File: src/rtl/hst_pkg.sv
// Shared types and constants for the Hermite spline tessellator.
// No dependencies; every other file refers to this package by scoped names.
package hst_pkg;

  // Q1.16 basis weights, signed to carry the negative outgoing-tangent term
  localparam int WEIGHT_BITS = 18;
  localparam int FRAC_BITS   = 16;
  localparam int ROUND_HALF  = 32768;

  typedef enum logic [1:0] {
    ST_IDLE,
    ST_MAC,
    ST_EMIT,
    ST_SHIFT
  } state_t;

  // product term taken by the shared multiplier in one MAC cycle
  typedef enum logic [1:0] {
    TERM_CHORD,  // w01 * (p2 - p1)
    TERM_TAN0,   // w10 * (p2 - p0)
    TERM_TAN1    // w11 * (p3 - p1)
  } term_t;

  typedef struct packed {
    logic  acc_clr;
    logic  mac_en;
    logic  mac_first;
    term_t term;
    logic  emit;
    logic  last;
    logic  raw;
    logic  raw_new;
    logic  span_b;
    logic  shift;
  } ctrl_t;

endpackage

File: src/rtl/hst_lane.sv
// One coordinate lane: shared multiply-accumulate over the three basis terms,
// then rounding, base add and saturation. Depends on hst_pkg.
module hst_lane #(
  parameter int COORD_BITS = 32
) (
  input  logic                                        clk,
  input  hst_pkg::ctrl_t                              ctl,
  input  logic signed [hst_pkg::WEIGHT_BITS-1:0]      weight,
  input  logic signed [COORD_BITS-1:0]                p0,
  input  logic signed [COORD_BITS-1:0]                p1,
  input  logic signed [COORD_BITS-1:0]                p2,
  input  logic signed [COORD_BITS-1:0]                p3,
  input  logic signed [COORD_BITS-1:0]                base,
  output logic signed [COORD_BITS-1:0]                result
);

  localparam int PW = COORD_BITS + 1 + hst_pkg::WEIGHT_BITS;
  localparam int AW = PW + 1;
  localparam int SW = AW - hst_pkg::FRAC_BITS;
  localparam int TW = COORD_BITS + 5;

  logic signed [COORD_BITS-1:0] opa;
  logic signed [COORD_BITS-1:0] opb;
  logic signed [COORD_BITS:0]   diff;
  logic signed [PW-1:0]         prod;
  logic signed [AW-1:0]         acc;
  logic signed [AW-1:0]         acc_next;
  logic signed [AW-1:0]         rnd;
  logic signed [SW-1:0]         shifted;
  logic signed [TW-1:0]         total;
  logic signed [TW-1:0]         sat_max;
  logic signed [TW-1:0]         sat_min;

  always_comb begin
    case (ctl.term)
      hst_pkg::TERM_CHORD: begin
        opa = p2;
        opb = p1;
      end
      hst_pkg::TERM_TAN0: begin
        opa = p2;
        opb = p0;
      end
      hst_pkg::TERM_TAN1: begin
        opa = p3;
        opb = p1;
      end
      default: begin
        opa = p1;
        opb = p1;
      end
    endcase
  end

  assign diff = (COORD_BITS+1)'(opa) - (COORD_BITS+1)'(opb);
  assign prod = PW'(diff) * PW'(weight);

  always_comb begin
    if (ctl.mac_first) begin
      acc_next = AW'(prod);
    end else begin
      acc_next = acc + AW'(prod);
    end
  end

  always_ff @(posedge clk) begin
    if (ctl.acc_clr) begin
      acc <= '0;
    end else if (ctl.mac_en) begin
      acc <= acc_next;
    end
  end

  // round half up, then back to Q23.8 on top of p1
  assign rnd     = acc + AW'(hst_pkg::ROUND_HALF);
  assign shifted = rnd[AW-1:hst_pkg::FRAC_BITS];
  assign total   = TW'(shifted) + TW'(base);
  assign sat_max = $signed({{6{1'b0}}, {(COORD_BITS-1){1'b1}}});
  assign sat_min = $signed({{6{1'b1}}, {(COORD_BITS-1){1'b0}}});

  always_comb begin
    if (total > sat_max) begin
      result = sat_max[COORD_BITS-1:0];
    end else if (total < sat_min) begin
      result = sat_min[COORD_BITS-1:0];
    end else begin
      result = total[COORD_BITS-1:0];
    end
  end

endmodule

File: config.mk
export PLATFORM = sky130hd
export DESIGN_NAME = hst_lane
export DESIGN_NICKNAME = d
export VERILOG_FILES = /design/src/rtl/hst_pkg.sv /design/src/rtl/hst_lane.sv
export SDC_FILE = /design/constraint.sdc
export NUM_CORES = 2
export LEC_CHECK = 0
export ABC_AREA = 1
export BUFFER_PORTS_ARGS = -buffer_cell sky130_fd_sc_hd__buf_2
export CORE_MARGIN = 10
export CORE_UTILIZATION = 45
export DETAILED_ROUTE_END_ITERATION = 10
export RECOVER_POWER = 25
export SYNTH_ARGS = -nofsm -noshare
export SYNTH_HDL_FRONTEND = slang
export SYNTH_SLANG_ARGS = --single-unit
File: constraint.sdc
create_clock -name clk -period 8.96 [get_ports clk]
set_clock_uncertainty 0.2 [all_clocks]
set_input_delay 0.448 -clock clk [delete_from_list [all_inputs] [get_ports clk]]
set_output_delay 0.448 -clock clk [all_outputs]
set_load 0.05 [all_outputs]
; ---- Yosys cells after proc, flatten, opt, wreduce, memory -nomap -nowiden
; Index checks and enable logic that the tools add are counted.
[totals]
inputBits = 190
elab_cells = 17
out_inout_bits = 32
regBits = 52
[op_classes]
eq_ne = 2
order_cmp = 2
mul = 1
reduce_logical = 2
n_mux = 5
addsub = 4
[ops]
columns = cell, n
row1 = $mux W32, 3
row2 = $pmux W32 S2, 1
row3 = $add A52 B17 Y52 const B, 1
row4 = $add A52 B51 Y52, 1
row5 = $mux W52, 1
row6 = $mul A33 B18 Y51, 1
row7 = $add A36 B32 Y37, 1
row8 = $gt A37 B32 Y1 const B, 1
row9 = $lt A37 B32 Y1 const B, 1
row10 = $sub A32 B32 Y33, 1
row11 = $eq A2 B1 Y1 const B, 1
row12 = $eq A2 B2 Y1 const B, 1
row13 = $logic_not A2 Y1, 1
row14 = $reduce_or A2 Y1, 1

; ---- Logic depth before layout (Yosys ltp)
[depth]
ltp_word = 7
depth_mapped = 60
ltp_nobuf = 59

; ---- Worst setup path after synthesis
; No wires, ideal clock.
[synth_path]
path_type = in2reg
startpoint = input ctl[7] (netlist bit)
endpoint = register acc[31]
t_arrival_ps = 9182
cell_stages = 48
path_slack_ps = -531
setup_time_ps = 109
n_path_buf = 2
required_ps = 8651
path_cell_list = inv_1 > nand2_1 > buf_2 > buf_1 > mux2i_1 > ha_1 > nand3_1 > nand2_1 > inv_1 > o21ai_2 > a21oi_2 > o21ai_2 > a21oi_1 > xnor2_1 > nand2_1 > fa_1 > inv_1 > fa_1 > (+12 left out) > nor2_1 > nor2_1 > nand2_1 > or2_2 > and2_1 > ha_1 > nand2_1 > inv_1 > a21oi_1 > nor2_1 > nor2_1 > o21ai_0 > o21bai_1 > or2_2 > nand3_1 > nand3_1 > nand2_1 > inv_1
[synth_via]
elab_chain_cells = 7
word_cells_on_any_way = 10
cone_classes = 2 x add/sub / 1 x mul / 2 x eq/ne / 3 x mux / 2 x reduce/logical
[synth_rtl]
columns = element, line_no
row1 = from (decl), hst_lane.sv:7  ; input hst_pkg::ctrl_t ctl,
row2 = $eq A2 B1 Y1 or $logic_not A2 Y1 (tied branches), hst_lane.sv:35  ; case (ctl.term)
row3 = $reduce_or A2 Y1 (no line), --
row4 = $pmux W32 S2, hst_lane.sv:35
row5 = $sub A32 B32 Y33 *, hst_lane.sv:55  ; assign diff = (COORD_BITS+1)'(opa) - (COORD_BITS+1)'(opb);
row6 = $mul A33 B18 Y51 *, hst_lane.sv:56  ; assign prod = PW'(diff) * PW'(weight);
row7 = $add A52 B51 Y52, hst_lane.sv:62  ; acc_next = acc + AW'(prod);
row8 = $mux W52 *, hst_lane.sv:59  ; if (ctl.mac_first) begin
row9 = to (signal assigned), hst_lane.sv:70  ; acc <= acc_next;
row10 = to (decl), hst_lane.sv:26  ; logic signed [AW-1:0] acc;
; Mark *: on every way between the ends. The rest lies on a longest branch, timed or not.
; A chain may end at the register's enable or synchronous reset.

; ---- Final worst setup path
[layout_path]
startpoint = input ctl[6] (netlist bit)
endpoint = register acc[43]
; The elaborated chain is that of the path after synthesis.

==> summary.txt <==
Detailed routing
  • 1st-iter DRT viols: a little under 3,000
  • DR vias: between 30,000 and 40,000
  • Drt via density: 5.21
  • Residual DRC: 0
  • Drt total wl: between 100,000 and 150,000 um
  • ANT nets after route: 0
  • Drt pass-1 iters: 6
  • Routed len/inst: 19.4 um

Timing
  • Fin. Hold Viols: 0
  • Highest Clock Rate: between 0.1 and 0.15 GHz
  • Final max-slew violation count: 0
  • Period utilization: 104%
  • Slew margin rel.: between 20% and 30%
  • RSZ-0062 raised after global routing: true
  • Worst-Margin Slew: 1.17 ns
  • Final critical-path setup slack: -0.396 ns
  • Fin crit period: 9.36 ns
  • Final Setup Violations: 23

Placement
  • Placed Instances: 6,940
  • Port buffer count: 215
  • Post-Place Setup Slack: -1.50 ns
  • RD Place Congestion: 0.993
  • HPWL Detailed: 116,000 um

Worst hold path
  • Min-delay worst type: reg2reg
  • HP Start: acc[6]

Yosys
  • Post-Syn Area: 34,200 sq um
  • Largest family of logic cells by synthesized area: adder cells
  • Register bit total from synthesis: 52
  • Synth Area in XOR/XNOR: 3.17%
  • Post-synthesis simple-gate area fraction: ~29%
  • Synth warnings: 0
  • Post-synthesis mux area share: less than 1%
  • Adder-cell share of the synthesized area: between 40% and 50%
  • Compound-Gate Fraction of Synth Area: under 10%
  • Post-synth EDFFs: 0
  • Syn Nets: 6,175
  • Ys flop type: dfxtp_1
  • Post-synth cell types: 58
  • Fraction of registers with async set/reset: 0%
  • Gate Count Post-Synth: 5,166
  • Sequential area share after synthesis: 3.04%
  • Post-Synthesis Mean Instance Area: 6.63 sq um

Clocking
  • Max clock buf depth: 2
  • Clock sinks: 52
  • Clock buffer count from CTS: 5
  • H-tree level count: 2
  • Reg clk slew, reported paths: 0.09 ns
  • Root buffer cell: clkbuf_16
  • Clk_lat worst skew: between 0.3 and 0.4 ns
  • CTS tree: done

Floorplanning
  • # IOs: 222
  • Chip width: roughly 300 um
  • Initial Utilization: 45.2%
  • Rows: 101
  • Die outline area: 87,500 sq um
  • Total core area: 75,700 sq um
  • Die height: 296 um

Critical path
  • Reg2reg start: acc[0]
  • Crit path launch type: primary input
  • Worst Setup Path Type: in2reg
  • Worst EP required: 9.00 ns
  • Worst path max stage delay: 0.56 ns
  • CP Capture Type: flip-flop
  • CP max FO: 5
  • CP Data Arrival Time: 9.40 ns
  • Crit path max-delay cell type: fa_1
  • Crit path launch: ctl[6]

Final layout
  • Final core occ: between 60% and 70%
  • Largest Register: acc
  • Most common cell after layout, fill and taps aside: nand2_1
  • Layout Cells excl Fill: 7,104
  • Most frequent cells in the layout: 1,107 x nand2_1, 1,037 x inv_1, 761 x buf_4
  • Nets: 7,134
  • Largest registers: acc: 52 flops
  • Area delta synth->final: 41.0%
  • ANT cells: 0
  • Max reg flops: 52
  • Share of cells above drive strength 1: 33.6%

Global route
  • Largest net degree at the start of global routing: 70
  • Initial antenna violation count: 3
  • Total Routing Usage GR: 31.0%
  • First-pass GRT wire length: around 210,000 um
  • Vias in the first global route: 37,000
  • Remaining Overflow, GRT: 0

Flow run
  • Max_cap viols: 0

Run status
  • Status: finished, violations left
  • Failing checks: setup timing
-- routing by layer --
metal	part of all wire [%]	global-route usage, %	vias to the layer above
met5	0.0094	0	-
met4	3.1	7.59	2
met3	8.0	3.98	237
met2	46	51.3	1340
met1	43	42.6	17900
li1	-	-	17500
-- stage by stage --
| step | hold slack [ns] | TNS, ns | instance area, sq um |
|---|---|---|---|
| after CTS | 0.284 | -0.911 | 45800 |
| after floorplan | 0.250 | -0.00613 | 34300 |
| after global placement | 0.259 | -47.58 | 41500 |
| after detailed placement | 0.271 | -48.56 | 41500 |
| after global routing | 0.305 | -16.94 | 48300 |
| final | 0.278 | -5.24 | 48300 |
-- worst max-delay path: cells and delay by family --
| family | cells | cell delay (ns) |
|---|---|---|
| xor gates and xnor gates | 1 | 0.13 |
| AOI/OAI and AO/OA | 1 | 0.11 |
| and+or+nand+nor | 25 | 2.91 |
| buffers and inverters | 19 | 1.73 |
| adders and majority gates | 9 | 4.04 |
-- Yosys cell counts, types with 35 or more instances --
cell	count	area share [%]
clkbuf_1	97	1.1
dfxtp_1	52	3.0
nor3_1	35	0.51
ha_1	247	9.0
o21ai_0	97	1.4
o21bai_1	41	0.90
nand2_1	1362	15
xor2_1	78	2.0
inv_1	1138	12
fa_1	572	33
a21oi_1	241	3.5
nand3_1	275	4.0
nor2_1	608	6.7
nand4_1	50	0.91
-- path summary, 6_finish.rpt --
check	to	slack, ns	depth (start not counted)
worst max-delay path	acc[43]	-0.40	55
worst min-delay path	acc[6]	0.28	2
worst max register to register	acc[32]	5.54	16
worst min register to register	acc[6]	0.28	2
-- cell families (layout without fill, tap and decap cells) --
kind of cell,after synthesis,after routing
simple gates,2408,2408
xor+xnor,114,114
mux,25,25
compound gates,459,459
buf+inv,1289,2249
fa+ha+maj,819,819
flops,52,52
-- final cells by class --
| cell class | instances | area (sq um) |
|---|---|---|
| Clock buffer | 5 | 125 |
| Tap cell | 978 | 1220 |
| Timing Repair Buffer | 1080 | 8140 |
| Multi-Input combinational cell | 3825 | 33300 |
| Clock inverter | 3 | 26.3 |
| Timing Repair inverter | 1 | 5.00 |
| Sequential cell | 52 | 1040 |
| Fill cell | 6829 | 27400 |
| Inverter | 1160 | 4440 |
-- repair_timing --
item	in CTS	in global routing
endpoints found under the setup margin	40	41
buffers inserted	87	74
gates cloned	1	0
pin swaps	349	290
hold buffers	0	0
resized for setup	800	524
Power is left out: the tool's default activity adds up to more than one toggle a clock period on the data nets, which glitch-free logic cannot reach.
