**config.mk**
```make
export PLATFORM = sky130hd
export DESIGN_NAME = hst_seq
export DESIGN_NICKNAME = d
export VERILOG_FILES = /design/src/rtl/hst_pkg.sv /design/src/rtl/hst_seq.sv
export SDC_FILE = /design/constraint.sdc
export NUM_CORES = 1
export LEC_CHECK = 0
export ABC_CLOCK_PERIOD_IN_PS = 1800
export BUFFER_PORTS_ARGS = -buffer_cell sky130_fd_sc_hd__clkbuf_2
export CAP_MARGIN = 20
export CORE_MARGIN = 1
export CORE_UTILIZATION = 49
export CTS_CLUSTER_SIZE = 28
export DETAILED_ROUTE_END_ITERATION = 12
export HOLD_SLACK_MARGIN = 0.12
export PLACE_DENSITY = 0.76
export SLEW_MARGIN = 20
export SYNTH_ARGS = -nofsm -noshare
export SYNTH_HDL_FRONTEND = slang
export SYNTH_SLANG_ARGS = --single-unit
```
**constraint.sdc**
```tcl
create_clock -name clk -period 1.8 [get_ports clk]
set_input_delay 0.09 -clock clk [delete_from_list [all_inputs] [get_ports clk]]
set_output_delay 0.09 -clock clk [all_outputs]
set_load 0.01 [all_outputs]
```
**src/rtl/hst_pkg.sv**
```systemverilog
// Shared types and constants for the Hermite spline tessellator.
// No dependencies; every other file refers to this package by scoped names.
package hst_pkg;

  // Q1.16 basis weights, signed to carry the negative outgoing-tangent term
  localparam int WEIGHT_BITS = 18;
  localparam int FRAC_BITS   = 16;
  localparam int ROUND_HALF  = 32768;

  typedef enum logic [1:0] {
    ST_IDLE,
    ST_MAC,
    ST_EMIT,
    ST_SHIFT
  } state_t;

  // product term taken by the shared multiplier in one MAC cycle
  typedef enum logic [1:0] {
    TERM_CHORD,  // w01 * (p2 - p1)
    TERM_TAN0,   // w10 * (p2 - p0)
    TERM_TAN1    // w11 * (p3 - p1)
  } term_t;

  typedef struct packed {
    logic  acc_clr;
    logic  mac_en;
    logic  mac_first;
    term_t term;
    logic  emit;
    logic  last;
    logic  raw;
    logic  raw_new;
    logic  span_b;
    logic  shift;
  } ctrl_t;

endpackage

```
**src/rtl/hst_seq.sv**
```systemverilog
// Sequencer: plans the vertices caused by one point and steps the shared
// MAC lanes through terms, samples and spans. Depends on hst_pkg.
module hst_seq #(
  parameter int SEGMENT_STEPS = 16,
  parameter int JW            = 5
) (
  input  logic           clk,
  input  logic           rst,
  input  logic           in_valid,
  input  logic           final_point,
  input  logic [1:0]     held_count,
  input  logic           spline_en,
  input  logic           out_free,
  output logic           in_ready,
  output logic           fin,
  output logic [JW-1:0]  j,
  output hst_pkg::ctrl_t ctl
);

  hst_pkg::state_t state, state_next;
  hst_pkg::term_t  term, term_next;
  logic [JW-1:0]   j_next;
  logic            fin_next;
  logic            raw, raw_next;
  logic            raw_new, raw_new_next;
  logic            span_b, span_b_next;
  logic            last;
  logic            j_end;

  assign j_end = (j == JW'(SEGMENT_STEPS));
  assign last  = raw ? raw_new : (j_end && (span_b || !fin));

  always_ff @(posedge clk) begin
    if (rst) begin
      state   <= hst_pkg::ST_IDLE;
      term    <= hst_pkg::TERM_CHORD;
      j       <= '0;
      fin     <= 1'b0;
      raw     <= 1'b0;
      raw_new <= 1'b0;
      span_b  <= 1'b0;
    end else begin
      state   <= state_next;
      term    <= term_next;
      j       <= j_next;
      fin     <= fin_next;
      raw     <= raw_next;
      raw_new <= raw_new_next;
      span_b  <= span_b_next;
    end
  end

  always_comb begin
    state_next   = state;
    term_next    = term;
    j_next       = j;
    fin_next     = fin;
    raw_next     = raw;
    raw_new_next = raw_new;
    span_b_next  = span_b;
    in_ready     = 1'b0;
    ctl          = '0;
    ctl.term     = term;
    ctl.last     = last;
    ctl.raw      = raw;
    ctl.raw_new  = raw_new;
    ctl.span_b   = span_b;

    unique case (state)
      hst_pkg::ST_IDLE: begin
        in_ready    = 1'b1;
        ctl.acc_clr = 1'b1;
        if (in_valid) begin
          fin_next    = final_point;
          j_next      = '0;
          term_next   = hst_pkg::TERM_CHORD;
          span_b_next = 1'b0;
          if (held_count == 2'd0) begin
            state_next = hst_pkg::ST_SHIFT;
          end else if (held_count == 2'd1) begin
            // two points pass through, or wait for a third
            raw_next     = 1'b1;
            raw_new_next = 1'b0;
            state_next   = (final_point || !spline_en) ? hst_pkg::ST_EMIT
                                                       : hst_pkg::ST_SHIFT;
          end else if (!spline_en) begin
            raw_next     = 1'b1;
            raw_new_next = 1'b1;
            state_next   = hst_pkg::ST_EMIT;
          end else begin
            raw_next   = 1'b0;
            state_next = hst_pkg::ST_MAC;
          end
        end
      end
      hst_pkg::ST_MAC: begin
        ctl.mac_en    = 1'b1;
        ctl.mac_first = (term == hst_pkg::TERM_CHORD);
        case (term)
          hst_pkg::TERM_CHORD: term_next = hst_pkg::TERM_TAN0;
          hst_pkg::TERM_TAN0:  term_next = hst_pkg::TERM_TAN1;
          hst_pkg::TERM_TAN1: begin
            term_next  = hst_pkg::TERM_CHORD;
            state_next = hst_pkg::ST_EMIT;
          end
          default: term_next = hst_pkg::TERM_CHORD;
        endcase
      end
      hst_pkg::ST_EMIT: begin
        if (out_free) begin
          ctl.emit = 1'b1;
          if (last) begin
            state_next = hst_pkg::ST_SHIFT;
          end else if (raw) begin
            raw_new_next = 1'b1;
          end else if (j_end) begin
            // trailing span with the last point duplicated
            span_b_next = 1'b1;
            j_next      = '0;
            state_next  = hst_pkg::ST_MAC;
          end else begin
            j_next     = j + JW'(1);
            state_next = hst_pkg::ST_MAC;
          end
        end
      end
      hst_pkg::ST_SHIFT: begin
        ctl.shift  = 1'b1;
        state_next = hst_pkg::ST_IDLE;
      end
      default: state_next = hst_pkg::ST_IDLE;
    endcase
  end

endmodule

```
## After elaboration in Yosys (flattened, before gate mapping)

Cells that the tools add are included.
W data, S select, Z words.

- Add/subtract/negate cells: 1
- Equality and inequality tests: 17
- Muxes and demuxes: 41
- Bitwise operators: 1
- Reductions and logical operators: 17

Operators with widths:

| operator | count |
|---|---|
| $mux W5 | 5 |
| $mux W1 | 20 |
| $mux W2 | 10 |
| $ne A2 B2 Y1 const B | 7 |
| $pmux W5 S2 | 1 |
| $pmux W2 S2 | 2 |
| $pmux W2 S4 | 1 |
| $reduce_and A7 Y1 | 1 |
| $eq A2 B1 Y1 const B | 3 |
| $eq A2 B2 Y1 const B | 3 |
| $logic_not A2 Y1 | 3 |
| $ne A3 B3 Y1 const B | 2 |
| $reduce_and A6 Y1 | 1 |
| $add A5 B1 Y5 const B | 1 |
| $eq A5 B5 Y1 const B | 1 |
| $reduce_and A5 Y1 | 1 |
| $pmux W1 S2 | 2 |
| $reduce_and A2 Y1 | 2 |
| $reduce_and A4 Y1 | 1 |
| $reduce_bool A2 Y1 | 2 |
| $reduce_and A3 Y1 | 1 |
| $logic_not A1 Y1 | 2 |
| $logic_or A1 B1 Y1 | 2 |
| $ne A2 B1 Y1 const B | 1 |
| other kinds (2) | 2 |

- Register bits after elaboration: 13
- Input port bits: 8
- Word-level logic and storage cells: 84

## Longest topological paths before layout

Gate-level depths: netlist (run 1).

- Word-level depth: 7
- Gate-level depth with buffers: 6
- Mapped depth without buffers: 6

## Worst setup path after synthesis (run 1)

OpenSTA, ideal clock, no wires.

- Path type: reg2reg
- Start: register j[1]
- End: register j[1]
- Setup time: 0.075 ns
- Arrival time: 1.416 ns
- Data required time: 1.725 ns
- Slack: 0.310 ns
- Cell stages (with the launch flop): 7
- Path buffers: 0
- Period minus slack after synthesis: 1.490 ns
- Cell sequence: dfxtp_1 -> inv_1 -> ha_1 -> nand4bb_4 -> or2_1 -> a311o_1 -> a31oi_1

- Word-level cells in the longest chain between the ends: 6
- Elaborated cells on any way between the ends: 11
- Classes of those cells: add/sub (1); eq/ne (2); mux (6); reduce/logical (2)

Ends and longest elaborated chain:

| element | RTL line | text |
|---|---|---|
| start: declaration | hst_seq.sv:16 | `output logic [JW-1:0] j,` |
| start signal: assignment | hst_seq.sv:45 | `j <= j_next;` |
| $add A5 B1 Y5 or $eq A5 B5 Y1 (tied branches) | hst_seq.sv:122, hst_seq.sv:30 |  |
| $mux W5 | hst_seq.sv:116 | `end else if (j_end) begin` |
| $mux W5 | hst_seq.sv:114 | `end else if (raw) begin` |
| $mux W5 | hst_seq.sv:112 | `if (last) begin` |
| $mux W5 | hst_seq.sv:110 | `if (out_free) begin` |
| $pmux W5 S2 | hst_seq.sv:69 | `unique case (state)` |

Parallel ways exist; a longest one is shown, timed or not. The select of a mux whose other input is x is not followed.
A chain may end at the register's enable or synchronous reset.

==> results of run 1 <==
layout by cell type (no fill, tap or decap), drive strengths merged:
master       synthesis  layout
nor2                11      11
o311ai               1       1
nand3                5       5
mux2i                1       1
nand2b               3       3
a31oi                3       3
nand2                5       5
a311oi               1       1
clkbuf               2      28
buf                  7       2
a21oi                2       2
o22ai                1       1
dlygate4sd3          0       3
a311o                1       1
nand4b               1       1
ha                   2       2
a2bb2oi              1       1
o21bai               1       1
nor2b                7       7
nor3b                1       1
and4bb               1       1
nand4bb              1       1
xnor2                1       1
o32a                 1       1
o31a                 1       1
nor3                 2       2
o21ba                1       1
a211oi               2       2
or2                  1       1
inv                  7       7
nand4                2       2
dfxtp               13      13
o21ai                5       5
and2                 2       2
and2b                2       2
a22oi                2       2
per-stage QoR:
step	hold WS [ns]	cells	total power [mW]	setup slack, ns
6_report	0.146	140	0.688	0.0926
5_1_grt	0.145	140	0.721	0.00554
3_5_place_dp	0.352	133	0.497	0.182
3_3_place_gp	0.351	133	0.495	0.297
4_1_cts	0.132	140	0.688	0.0265
2_1_floorplan	0.199	100	0.458	0.310
cells by family after synthesis:
family / count (synthesis) / synth area share (%)
XOR/XNOR: 1 / 1.07
AND/OR/NAND/NOR: 44 / 32.6
adder cells (fa/ha/maj): 2 / 3.06
multiplexers: 1 / 1.23
flip-flops: 13 / 31.9
buffers and inverters: 16 / 10.3
AO/OA/AOI/OAI: 23 / 19.9
area by class of cell:
cell class | instances | share of cell area (%)
sequential | 13 | 26.9
inverter | 7 | 2.69
multi-input combinational | 71 | 49.0
tap | 16 | 2.05
clock buffer | 4 | 2.69
timing repair buffer | 29 | 16.7
routing by layer:
metal  wire length, um  global-route usage (%)
met5                 0                       0
met4                29                    7.50
met3                79                    2.98
met2               779                    32.4
met1               930                    30.5
timing repair:
action	in CTS	in global routing
hold buffers	3	0
endpoints found under the setup margin	0	1
resized for setup	0	5
hold endpoints to repair	2	0
worst max-delay path by stage:
| stage | endpoint | slack (ns) | cells after the start |
|---|---|---|---|
| floorplan | j[1] | 0.31 | 6 |
| global placement | span_b | 0.30 | 6 |
| detailed placement | span_b | 0.18 | 6 |
| CTS | ctl[4] | 0.03 | 6 |
| global route | ctl[4] | 0.006 | 6 |
| finish | ctl[4] | 0.09 | 6 |
state kept, by name, indices dropped and copies added (netlist names):
name,cells
fin,1
term,2
span_b,1
raw_new,1
j,5
state,2
raw,1
synth_stat cells, types with 2 or more instances:
cell,n
nor3_1,2
nor2_1,11
nand4_1,2
a211oi_1,2
buf_4,6
clkbuf_1,2
a22oi_1,2
dfxtp_1,13
nand2_1,5
nand3_1,5
a31oi_1,3
inv_1,7
nand2b_1,3
ha_1,2
nor2b_1,7
and2_1,2
a21oi_1,2
o21ai_0,5
report_power, final:
group / switching [mW] / internal [mW] / leakage [nW]
sequential: 0.0286 / 0.305 / 0.107
clock: 0.103 / 0.0859 / 0.0150
combinational: 0.0874 / 0.0781 / 0.292
==> flow_metrics.py, run 1 <==
metrics = {
    "cts": {
        "cts_tree": "yes",
        "htreeDepth": 1,
        "cts_setup_buffers": 0,
        "cts_sinks": 13,
        "clk_pin_slew_ns": 0.08,
        "clock_path_buffers": 2,
        "cts_root_buf": "clkbuf_4",
        "clkLatencyLatePin_ns": 0.28,
        "cts_buffers": 3,
    },
    "synth": {
        "synth_warnings": 0,
        "syn_nets": 110,
        "synth_ff_type": "dfxtp_1",
        "synthArstFlopShare_pct": 0,
        "synth_seq_cells": 13,
        "synth.avg_cell_area_um2": 8.17,
        "synth_cell_type_count": 37,
        "synth-edff-count": 0,
        "netlist_instances": 100,
        "synth.cell_area_um2": 817,
        "synthTopCellsByArea": "dfxtp_1 32%, buf_4 5.5%, nor2b_1 5.4%, nor2_1 5.1%, nand4bb_4 3.4%",
        "yosys.area.top_type": "dfxtp_1",
        "synth_top_area_share_pct": 31.9,
        "yosysSeqAreaShare_pct": 31.9,
    },
    "worst_hold_path": {
        "min_to": "j[1]",
        "hold_class": "in -> reg",
        "hold_path_depth": 2,
        "hp-start": "rst",
    },
    "detailed_routing": {
        "vias": 780,
        "drtIter0Drc": 22,
        "routed_wirelength_mm": 1.82,
        "vias_per_cell": 5.57,
        "wl_per_cell_um": 13.0,
        "ant_nets": 0,
        "dr.pass1.iters": 6,
        "drc_errors": 0,
    },
    "critical_path": {
        "end_kind": "primary output",
        "timing.rr.end": "span_b",
        "max_stage_delay_ns": 0.36,
        "critPathTopFamily": "simple AND/OR/NAND/NOR gates",
        "slowest_stage": "dfxtp_2",
        "r2r-start": "j[1]",
        "cp_data_required_time_ns": 1.71,
        "crit_chain": "inv_1 > ha_2 > nand4bb_4 > or2_4 > o21ai_0 > buf_2",
        "crit_fanout": 6,
        "rrSetupSlack_ns": 0.21,
        "crit_buf_inv": 2,
        "critPathKind": "reg -> out",
        "r2r.worst_path.cells": 6,
        "worstPathArrival_ns": 1.62,
        "crit_path_start_kind": "register",
        "startpoint": "j[1]",
    },
    "finish": {
        "diodes": 0,
        "layout-drive-gt1-share_pct": 30.6,
        "final-seq-area_um2": 263,
        "fin_util_pct": 64.0,
        "num-fill-cells": 150,
        "finalNetCount": 135,
        "syn2layout_area_growth_pct": 19.4,
        "multi_input_area_um2": 478,
        "final_area_um2": 976,
    },
    "sta": {
        "tightest_slew_ns": 0.434,
        "slew_viol_final": 0,
        "post-route-min-period_ns": 1.71,
        "finClkSkew_ns": 0.000534,
        "finalSetupTns_ns": 0,
        "clock.fmax_mhz": 586,
        "hold_viol_final": 0,
        "setup_viol": 0,
        "finalCritPeriodShare_pct": 94.9,
        "rsz0062_at_grt": "false",
        "relSlewSlack_pct": 70.9,
    },
    "floorplan": {
        "chipWidth_um": 42.8,
        "fp-row-count": 14,
        "initial_core_util_pct": 53.6,
        "dieArea_um2": 1830,
        "boundaryPins": 26,
        "fp.coreArea_um2": 1520,
        "die_h_um": 42.8,
    },
    "place": {
        "gp_congestion": 0.777,
        "io_buffers": 25,
        "hpwl_mm": 1.30,
        "dpl_cell_area_um2": 912,
    },
    "global_route": {
        "antenna_found_initial": 0,
        "overflow": 0,
        "grt_pass1_wl_mm": 3.04,
        "grt_start_max_net_pins": 13,
        "first_global_vias": 681,
        "gr-usage-all-layers_pct": 21.3,
    },
    "power": {
        "ir_drop_mv": 0.512,
        "leakagePower_nw": 0.414,
        "cellPowerDensity_nw_per_um2": 705,
    },
    "flow_run": {
        "cap_viol_max_count": 0,
    },
    "outcome": {
        "status": "finished clean",
    },
}
(Power assumes the default switching activity.)
==> run 2, diff against run 1 <==
==> constraint.sdc (replaced) <==
create_clock -name clk -period 1.8 [get_ports clk]
set_input_delay 0.09 -clock clk [delete_from_list [all_inputs] [get_ports clk]]
set_output_delay 0.09 -clock clk [all_outputs]
set_load 0.05 [all_outputs]
==> flow_metrics.py, run 2 (same netlist as run 1, synthesis figures left out) <==
metrics = {
    "sta": {
        "tightest_slew_ns": 0.408,
        "finalSetupTns_ns": 0,
        "hold_viol_final": 0,
        "finClkSkew_ns": 0.00393,
        "finalCritPeriodShare_pct": 95.3,
        "slew_viol_final": 0,
        "setup_viol": 0,
        "rsz0062_at_grt": "false",
        "relSlewSlack_pct": 72.5,
        "post-route-min-period_ns": 1.72,
        "clock.fmax_mhz": 583,
    },
    "critical_path": {
        "crit_path_start_kind": "register",
        "crit_fanout": 6,
        "end_kind": "primary output",
        "worstPathArrival_ns": 1.63,
        "critPathKind": "reg -> out",
        "cp_data_required_time_ns": 1.71,
    },
    "place": {
        "hpwl_mm": 1.34,
        "dpl_cell_area_um2": 912,
        "gp_congestion": 0.789,
        "io_buffers": 25,
        "dp_cells": 133,
    },
    "finish": {
        "top_register": "j",
        "final_cells": 142,
        "syn2layout_area_growth_pct": 23.0,
        "diodes": 0,
        "mostFrequentLayoutCells": "24 x clkbuf_2, 11 x nor2_1, 10 x dfxtp_1",
        "layout-drive-gt1-share_pct": 32.5,
        "reg.largest.list": "j: 5 flops, state: 2 flops, term: 2 flops",
        "multi_input_area_um2": 482,
        "final_common_cell": "clkbuf_2",
        "final-seq-area_um2": 264,
        "largest_reg_flops": 5,
        "finalNetCount": 137,
        "num-fill-cells": 141,
        "final_area_um2": 1000,
    },
    "detailed_routing": {
        "vias_per_cell": 5.50,
        "drc_errors": 0,
        "drtIter0Drc": 11,
        "vias": 781,
        "dr.pass1.iters": 4,
        "routed_wirelength_mm": 1.81,
        "wl_per_cell_um": 12.7,
        "ant_nets": 0,
    },
    "global_route": {
        "first_global_vias": 685,
        "antenna_found_initial": 0,
        "gr-usage-all-layers_pct": 21.3,
        "grt_start_max_net_pins": 15,
        "grt_pass1_wl_mm": 2.93,
        "overflow": 0,
    },
    "cts": {
        "cts_root_buf": "clkbuf_4",
        "clk_pin_slew_ns": 0.08,
        "htreeDepth": 1,
        "clkLatencyLatePin_ns": 0.27,
        "cts_sinks": 13,
        "cts_buffers": 3,
        "cts_tree": "yes",
        "clock_path_buffers": 2,
    },
    "floorplan": {
        "die_h_um": 42.8,
        "chipWidth_um": 42.8,
        "fp-row-count": 14,
        "fp.coreArea_um2": 1520,
        "dieArea_um2": 1830,
        "initial_core_util_pct": 53.6,
        "boundaryPins": 26,
    },
    "power": {
        "seq_power_share_pct": 43.5,
        "cellPowerDensity_nw_per_um2": 764,
        "leakagePower_nw": 0.427,
        "power_frac_comb_pct": 33.3,
        "p_sw_mw": 0.295,
        "p_int_mw": 0.473,
        "ir_drop_mv": 0.467,
        "pwr-share-clk_pct": 23.2,
        "swShare_pct": 38.4,
    },
    "outcome": {
        "status": "finished clean",
    },
    "worst_hold_path": {
        "hold_class": "in -> reg",
    },
    "flow_run": {
        "cap_viol_max_count": 0,
    },
}
==> run 2: area by class of cell <==
| class | count | area share (%) |
|---|---|---|
| clock buffer | 4 | 2.62 |
| multi-input combinational | 71 | 47.9 |
| inverter | 7 | 2.62 |
| sequential | 13 | 26.3 |
| tap | 16 | 1.99 |
| timing repair buffer | 31 | 18.6 |
==> run 2: through the flow <==
stage	utilization, %	worst slack [ns]	total power, mW	hold WS (ns)
3_5_place_dp	59.9	0.217	0.584	0.349
6_report	65.9	0.0848	0.768	0.255
4_1_cts	65.4	0.0134	0.772	0.243
3_3_place_gp	59.9	0.254	0.581	0.349
5_1_grt	65.9	0.00542	0.814	0.291
2_1_floorplan	-	0.0922	0.545	0.199
==> run 2: final timing paths <==
path / from / end / slack (ns) / depth (start not counted)
setup / recovery: j[1] / ctl[4] / 0.08 / 6
hold / removal: in_valid / term[0] / 0.25 / 4
setup reg to reg: j[1] / span_b / 0.22 / 6
hold reg to reg: j[0] / j[0] / 0.51 / 1
==> run 2: worst max-delay path, cell delays in order, from the launching register on <==
cell	delay, ns
dfxtp_2	0.33
inv_1	0.09
ha_2	0.21
nand4bb_4	0.14
or2_4	0.29
o21ai_2	0.12
buf_6	0.17
==> run 2: power groups by stage <==
| stage | Sequential (mW) | Combinational [mW] | Clock [mW] |
|---|---|---|---|
| final | 0.334 | 0.255 | 0.178 |
| after global routing | 0.339 | 0.273 | 0.203 |
| after CTS | 0.332 | 0.254 | 0.186 |
| after detailed placement | 0.339 | 0.245 | 0 |
| after global placement | 0.338 | 0.243 | 0 |
| after floorplan | 0.346 | 0.199 | 0 |
==> run 2: routing by layer <==
layer | routed length, um | vias to the layer above | track usage (%)
li1 | - | 402 | -
met1 | 835 | 359 | 27.4
met2 | 881 | 18 | 33.9
met3 | 82 | 2 | 7.66
met4 | 10 | 0 | 4.38
met5 | 0 | - | 0
==> run 2: what timing repair did <==
item,in CTS,in global routing
pin swaps,1,0
hold endpoints to repair,3,0
setup endpoints to repair,1,2
setup buffers,1,0
hold buffers,4,0
gates resized for setup,5,5
